`src/rtl/plt_pkg.sv`:
```
package plt_pkg;

  localparam int unsigned MAX_POINTS = 256;
  localparam int unsigned IDX_W      = $clog2(MAX_POINTS);

  localparam int unsigned VAL_W   = 32;
  localparam int unsigned SLOT_W  = 8;
  localparam int unsigned COUNT_W = 9;
  localparam int unsigned CFG_IDX_W = 2;
  localparam int unsigned RGN_W   = 2;

  // Divider operand widths: the product of two 32-bit magnitudes over a
  // 32-bit magnitude.
  localparam int unsigned DVD_W = 2 * VAL_W;
  localparam int unsigned DSR_W = VAL_W;

  localparam logic MODE_LOAD = 1'b0;
  localparam logic MODE_EVAL = 1'b1;

  localparam logic [CFG_IDX_W-1:0] CFG_POINT_COUNT = 2'd0;
  localparam logic [CFG_IDX_W-1:0] CFG_LEFT_VALUE  = 2'd1;
  localparam logic [CFG_IDX_W-1:0] CFG_RIGHT_VALUE = 2'd2;

  localparam logic [RGN_W-1:0] RGN_INSIDE = 2'd0;
  localparam logic [RGN_W-1:0] RGN_BELOW  = 2'd1;
  localparam logic [RGN_W-1:0] RGN_ABOVE  = 2'd2;
  localparam logic [RGN_W-1:0] RGN_ZERO_W = 2'd3;

  typedef enum logic [3:0] {
    S_IDLE,
    S_RD_LO,
    S_RD_HI,
    S_CHK_HI,
    S_SRCH_RD,
    S_SRCH_CMP,
    S_SEG_RD0,
    S_SEG_RD1,
    S_DIFF,
    S_MAG,
    S_MUL,
    S_DIV_GO,
    S_DIV_WAIT,
    S_SUM,
    S_DONE
  } plt_state_e;

  typedef struct packed {
    logic busy;
    logic done;
  } div_stat_t;

endpackage

```
`src/rtl/plt_div.sv`:
```
module plt_div (
  input  logic                            clk_i,
  input  logic                            rst_ni,
  input  logic                            start_i,
  input  logic [plt_pkg::DVD_W-1:0]       dividend_i,
  input  logic [plt_pkg::DSR_W-1:0]       divisor_i,
  output logic [plt_pkg::DVD_W-1:0]       quotient_o,
  output plt_pkg::div_stat_t              stat_o
);
  import plt_pkg::*;

  localparam int unsigned CNT_W = $clog2(DVD_W);
  localparam logic [CNT_W-1:0] LAST_STEP = CNT_W'(DVD_W - 1);

  logic             busy_q, busy_d;
  logic             done_q, done_d;
  logic [CNT_W-1:0] cnt_q, cnt_d;
  logic [DSR_W-1:0] rem_q, rem_d;
  logic [DVD_W-1:0] quo_q, quo_d;
  logic [DSR_W-1:0] dsr_q, dsr_d;
  logic [DSR_W:0]   shifted;
  logic [DSR_W:0]   trial;

  // Restoring division, one quotient bit per cycle. The dividend shifts out
  // of the top of quo_q while quotient bits shift in at the bottom.
  always_comb begin
    busy_d  = busy_q;
    done_d  = 1'b0;
    cnt_d   = cnt_q;
    rem_d   = rem_q;
    quo_d   = quo_q;
    dsr_d   = dsr_q;
    shifted = {rem_q, quo_q[DVD_W-1]};
    trial   = shifted - {1'b0, dsr_q};
    if (start_i) begin
      busy_d = 1'b1;
      cnt_d  = '0;
      rem_d  = '0;
      quo_d  = dividend_i;
      dsr_d  = divisor_i;
    end else if (busy_q) begin
      if (!trial[DSR_W]) begin
        rem_d = trial[DSR_W-1:0];
        quo_d = {quo_q[DVD_W-2:0], 1'b1};
      end else begin
        rem_d = shifted[DSR_W-1:0];
        quo_d = {quo_q[DVD_W-2:0], 1'b0};
      end
      cnt_d = cnt_q + 1'b1;
      if (cnt_q == LAST_STEP) begin
        busy_d = 1'b0;
        done_d = 1'b1;
      end
    end
  end

  always_ff @(posedge clk_i or negedge rst_ni) begin
    if (!rst_ni) begin
      busy_q <= 1'b0;
      done_q <= 1'b0;
      cnt_q  <= '0;
    end else begin
      busy_q <= busy_d;
      done_q <= done_d;
      cnt_q  <= cnt_d;
    end
  end

  always_ff @(posedge clk_i) begin
    rem_q <= rem_d;
    quo_q <= quo_d;
    dsr_q <= dsr_d;
  end

  assign quotient_o  = quo_q;
  assign stat_o.busy = busy_q;
  assign stat_o.done = done_q;

endmodule

```
`config.mk`:
```
export PLATFORM = sky130hd
export DESIGN_NAME = plt_div
export DESIGN_NICKNAME = d
export VERILOG_FILES = /design/src/rtl/plt_pkg.sv /design/src/rtl/plt_div.sv
export SDC_FILE = /design/constraint.sdc
export NUM_CORES = 1
export LEC_CHECK = 0
export BUFFER_PORTS_ARGS = -buffer_cell sky130_fd_sc_hd__buf_2
export CORE_MARGIN = 4
export CORE_UTILIZATION = 47
export DETAILED_ROUTE_END_ITERATION = 12
export PLACE_DENSITY_LB_ADDON = 0.3
export SYNTH_ARGS = -nofsm -noshare
export SYNTH_HDL_FRONTEND = slang
export SYNTH_SLANG_ARGS = --single-unit
```
`constraint.sdc`:
```
create_clock -name clk_i -period 8.8 [get_ports clk_i]
set_clock_uncertainty 0.15 [all_clocks]
set_input_delay 1.32 -clock clk_i [delete_from_list [all_inputs] [get_ports clk_i]]
set_output_delay 1.32 -clock clk_i [all_outputs]
set_load 0.005 [all_outputs]
```
# After elaboration in Yosys (flattened, before gate mapping)
# Cells that the tools add are included.
word_totals:
  latch_bits: 0
  regBits: 136
  out_inout_bits: 66
  mem_bits_ro: 0
  mem_count: 0
  mem_bits_rw: 0
classes:
  div_mod_pow: 0
  n_bitwise: 0
  multipliers: 0
  add_sub_neg: 2
  order_cmp: 0
  reduce_logical: 1
  shifts: 0
  n_eq_ne: 1
  muxes: 12
op_table:
  columns: ["op", "count"]
  rows:
  - ["$mux W64", 2]
  - ["$sub A33 B32 Y33", 1]
  - ["$mux W32", 1]
  - ["$mux W6", 2]
  - ["$mux W1", 7]
  - ["$add A6 B1 Y6 const B", 1]
  - ["$eq A6 B6 Y1 const B", 1]
  - ["$reduce_bool A2 Y1", 1]

# Logic depth before layout (Yosys ltp)
depth:
  ltp_word: 4
  depth_mapped: 14
  depth_no_buf: 12

# Least setup slack after synthesis
# OpenSTA, ideal clock, no wires.
synth_path:
  path_type: "input to register"
  startpoint: "input port start_i"
  endpoint: "register quo_q[0], in the netlist quotient_o[0] (enable)"
  cell_stages: 5
  arrival_ns: 3.416
  required_time_ns: 8.232
  setup_ns: 0.418
  slack_ns: 4.816
  cell_sequence: "clkbuf_1 -> clkbuf_1 -> clkbuf_1 -> nor2_1 -> inv_1"
synth_between:
  elab_chain_cells: 1
synth_lines:
  columns: ["element", "line_no", "source"]
  rows:
  - ["start, declared", "plt_div.sv:4", "input logic start_i,"]
  - ["$reduce_bool A2 Y1 (no line)", null, null]
  - ["end signal, assigned", "plt_div.sv:71", "quo_q <= quo_d;"]
  - ["end, declared", "plt_div.sv:19", "logic [DVD_W-1:0] quo_q, quo_d;"]
# No other way between the ends.
# A chain may end at the register's enable or synchronous reset.

# Final worst setup path
layout_path:
  startpoint: "register dsr_q[0]"
  endpoint: "register rem_q[0]"
layout_between:
  elab_chain_cells: 2
layout_lines:
  columns: ["element", "line_no", "source"]
  rows:
  - ["start, declared", "plt_div.sv:20", "logic [DSR_W-1:0] dsr_q, dsr_d;"]
  - ["start signal, assigned", "plt_div.sv:72", "dsr_q <= dsr_d;"]
  - ["$sub A33 B32 Y33", "plt_div.sv:34", "trial = shifted - {1'b0, dsr_q};"]
  - ["$mux W32", "plt_div.sv:42", "if (!trial[DSR_W]) begin"]
  - ["end signal, assigned", "plt_div.sv:70", "rem_q <= rem_d;"]
  - ["end, declared", "plt_div.sv:18", "logic [DSR_W-1:0] rem_q, rem_d;"]
# No other way between the ends.

==> tab_implementation.tex <==
\begin{tabular}{lr}
\hline
Metric & Value \\
\hline
\multicolumn{2}{l}{\textbf{Run status}} \\
Outcome & finished, final reports clean \\
\multicolumn{2}{l}{\textbf{Clock network}} \\
Clock transition at the register clock pins on the worst setup and hold paths after CTS & 0.06 ns \\
Number of setup buffers added after CTS & 0 \\
Htree depth & 4 \\
CTS resizes & 0 \\
TritonCTS clock tree & yes \\
Sinks on Clock Net & 136 \\
Hold buffers post-CTS & 0 \\
Cts bufs inserted & 17 \\
CTS Buffer Depth & 2 \\
Clock latency on the worst-skew pair & 0.42 ns \\
Root buf cell & sky130\_fd\_sc\_hd\_\_clkbuf\_16 \\
\multicolumn{2}{l}{\textbf{Place}} \\
Instance area at placement & 8230 um\^{}2 \\
Final estimated routing congestion in global placement & 0.843 \\
DP Worst Slack & 5.15 ns \\
Number of buffers inserted by port buffering & 164 \\
Total half-perimeter wirelength after legalization and detailed placement & 11300 um \\
\multicolumn{2}{l}{\textbf{Floorplan}} \\
Overall die area & 17500 um\^{}2 \\
Row Count & 45 \\
Num ports & 165 \\
Die Span Y & 132 um \\
CORE AREA & 15100 um\^{}2 \\
Horizontal extent of the die & 132 um \\
Starting density of the core & 48.0\% \\
\multicolumn{2}{l}{\textbf{Detailed routing}} \\
Iter 0 DRT Violations & 244 \\
WL final & 16000 um \\
Remaining antenna violation count & 0 \\
Detailed-route vias per instance & 5.40 \\
Vias & 5302 \\
TritonRoute pass-1 iters & 4 \\
Average wire per cell in the routed design & 16.3 um \\
Count of unresolved DRC violations after routing & 0 \\
\multicolumn{2}{l}{\textbf{GRT}} \\
Total grt overflow & 0 \\
Combined global-route utilization of all metal layers & 18.4\% \\
Global-route wire length before repair & 26400 um \\
Pin count of the biggest net entering global routing & 75 \\
Number of global-route vias before repair & 5519 \\
Initial antenna violation count & 0 \\
\multicolumn{2}{l}{\textbf{Synth}} \\
Sequential share of the synthesized area & 51.2\% \\
Synthesized instance count & 623 \\
Number of synthesized flops with an enable pin & 96 \\
Ys Warns & 0 \\
Cell type contributing the most total cell area after synthesis & sky130\_fd\_sc\_hd\_\_edfxtp\_1 \\
Portion of synthesized cell area occupied by the leading cell type & 39.7\% \\
Most used flip-flop cell after synthesis & sky130\_fd\_sc\_hd\_\_edfxtp\_1 \\
Unique cell type count in the Yosys netlist & 63 \\
Async S/R FF share, synth & 5.88\% \\
Cell Area, Synth & 7270 um\^{}2 \\
Total of flip-flops plus latches after synthesis & 136 \\
Post-Synthesis Net Count & 756 \\
Mean instance size in the synthesized netlist & 11.7 um\^{}2 \\
Top cells by area in the synthesized netlist & sky130\_fd\_sc\_hd\_\_edfxtp\_1 (40\%), sky130\_fd\_sc\_hd\_\_mux2\_2 (9.9\%), sky130\_fd\_sc\_hd\_\_dfxtp\_1 (8.8\%), sky130\_fd\_sc\_hd\_\_ha\_1 (5.7\%), sky130\_fd\_sc\_hd\_\_mux2i\_1 (4.0\%) \\
\multicolumn{2}{l}{\textbf{Cells and area}} \\
Number of diodes added for antenna fixing & 0 \\
Final Cell Area & 8830 um\^{}2 \\
Highest-count cells in the layout ignoring fill and taps & sky130\_fd\_sc\_hd\_\_buf\_2 (163), sky130\_fd\_sc\_hd\_\_edfxtp\_1 (96), sky130\_fd\_sc\_hd\_\_mux2\_2 (64), sky130\_fd\_sc\_hd\_\_nor2\_1 (48), sky130\_fd\_sc\_hd\_\_inv\_1 (46) \\
Area overhead of the layout relative to synthesis & 21.5\% \\
Most common cell after layout, fill and taps aside & sky130\_fd\_sc\_hd\_\_buf\_2 \\
Share of cells above drive strength 1 & 34.0\% \\
Final layout net count & 914 \\
\multicolumn{2}{l}{\textbf{Power}} \\
Static leakage & 0.00386 uW \\
Peak VDD IR & 0.000125 V \\
Power density over cell area & 188 nW/um\^{}2 \\
\multicolumn{2}{l}{\textbf{Timing}} \\
Final Slew Violations & 0 \\
Final setup slack of the worst path & 5.35 ns \\
Hold Violations, Final & 0 \\
Setup-failing EPs final & 0 \\
Worst rel slew slack & 41.2\% \\
Final cycle utilization of the critical path & 39.2\% \\
Unrepaired setup endpoints after global routing & no \\
Time the worst path needs with I/O delays and setup & 3.45 ns \\
Actual slew at the worst max-slew pin & 0.882 ns \\
Fin Setup TNS & 0 ns \\
Maximum clock frequency & 290 MHz \\
\multicolumn{2}{l}{\textbf{Worst setup path}} \\
Crit start category & flop \\
Critical path endpoint category & flop \\
Largest fanout on the critical path & 21 \\
Crit-path max cell delay & 0.41 ns \\
Worst EP required & 8.98 ns \\
Critical path class & reg -> reg \\
Cells traversed along the worst timing path & ha\_1 > fa\_1 > nor2b\_1 > o31a\_1 > o211ai\_2 > a21boi\_1 > o31ai\_1 > a311oi\_4 > buf\_4 > mux2\_1 > a211oi\_2 \\
Critical path arrival & 3.63 ns \\
Slowest stage cell, crit path & sky130\_fd\_sc\_hd\_\_fa\_1 \\
\multicolumn{2}{l}{\textbf{Flow run}} \\
Max cap viols & 0 \\
\multicolumn{2}{l}{\textbf{Hold path}} \\
Class of the tightest hold or removal check & reg -> reg \\
\hline
\end{tabular}
## synth_stat cells, drive strengths merged, types with 3 or more instances
library cell	count
xnor2	17
xor2	13
mux2i	29
o21a	6
or2	4
o21bai	4
a31oi	7
a21oi	29
or3	6
dfrtp	8
nand2	17
nand2b	7
a211oi	29
nor3	5
mux2	65
edfxtp	96
dfxtp	32
buf	6
o21ai	19
inv	47
nor2	48
nand3	5
and3	3
o31ai	4
nor2b	4
o22ai	3
o211ai	5
clkbuf	24
and2	5
a21boi	3
ha	33
a21o	12
nand4	4
## power breakdown
part | leakage [uW] | internal (uW) | total [uW] | switching [uW]
sequential | 0.00135 | 738 | 761 | 23.6
combinational | 0.00222 | 90.7 | 173 | 82.2
clock | 0.000287 | 446 | 723 | 277
total | 0.00386 | 1270 | 1660 | 383
## stage by stage
stage / cells / hold WS [ns] / util (%) / power, uW
after floorplan: 623 / 0.313 / - / 866
after detailed placement: 950 / 0.330 / 54.3 / 947
final: 981 / 0.351 / 58.3 / 1660
after global placement: 950 / 0.331 / 54.3 / 941
after CTS: 981 / 0.349 / 58.3 / 1680
after global routing: 981 / 0.385 / 58.3 / 1730
## final timing paths
kind                                          to  slack (ns)                   from  cells after the start
max                        rem_q[0]$_SDFFE_PP0P_        5.35     dsr_q[0]$_DFFE_PP_                     11
min                        rem_q[1]$_SDFFE_PP0P_        0.35  rem_q[1]$_SDFFE_PP0P_                      2
max reg2reg                rem_q[0]$_SDFFE_PP0P_        5.35     dsr_q[0]$_DFFE_PP_                     11
min reg2reg                rem_q[1]$_SDFFE_PP0P_        0.35  rem_q[1]$_SDFFE_PP0P_                      2
max in group asynchronous       busy_q$_DFF_PN0_        7.72                 rst_ni                      1
min in group asynchronous       busy_q$_DFF_PN0_        0.59                 rst_ni                      1
## state kept, by name, summed over array words and instances (netlist names)
name	count
rem_q	32
quotient_o	64
busy_q	1
cnt_q	6
dsr_q	32
done_q	1
## metal layers
layer	GRT usage, %	wire length, um
met5	0	0
met4	5.66	156
met3	6.87	1190
met2	31.3	7730
met1	21.8	6890
## area by class of cell
cell class                 count  area (um^2)
inverter                      47          176
timing repair buffer         169          861
clock inverter                14          175
tap                          188          235
multi-input combinational    410         3230
sequential                   136         3720
clock buffer                  17          425
fill                        1260         6310
## logic make-up after synthesis
group / after synthesis / synth area share, %
compound gates: 138 / 13.1
flops: 136 / 51.2
simple gates: 114 / 7.56
mux: 94 / 14.1
buf+inv: 77 / 4.41
fa+ha+maj: 34 / 5.96
xor+xnor: 30 / 3.62
## worst max-delay path: cells and delay by family, from the launching register on
kind                     cells  cell delay, ns
AO/OA/AOI/OAI                6            1.30
adder cells (fa/ha/maj)      2            0.63
flip-flops                   1            0.38
multiplexers                 1            0.37
buffers and inverters        1            0.35
AND/OR/NAND/NOR              1            0.18
Note: power is estimated with default switching activity, not from simulation.
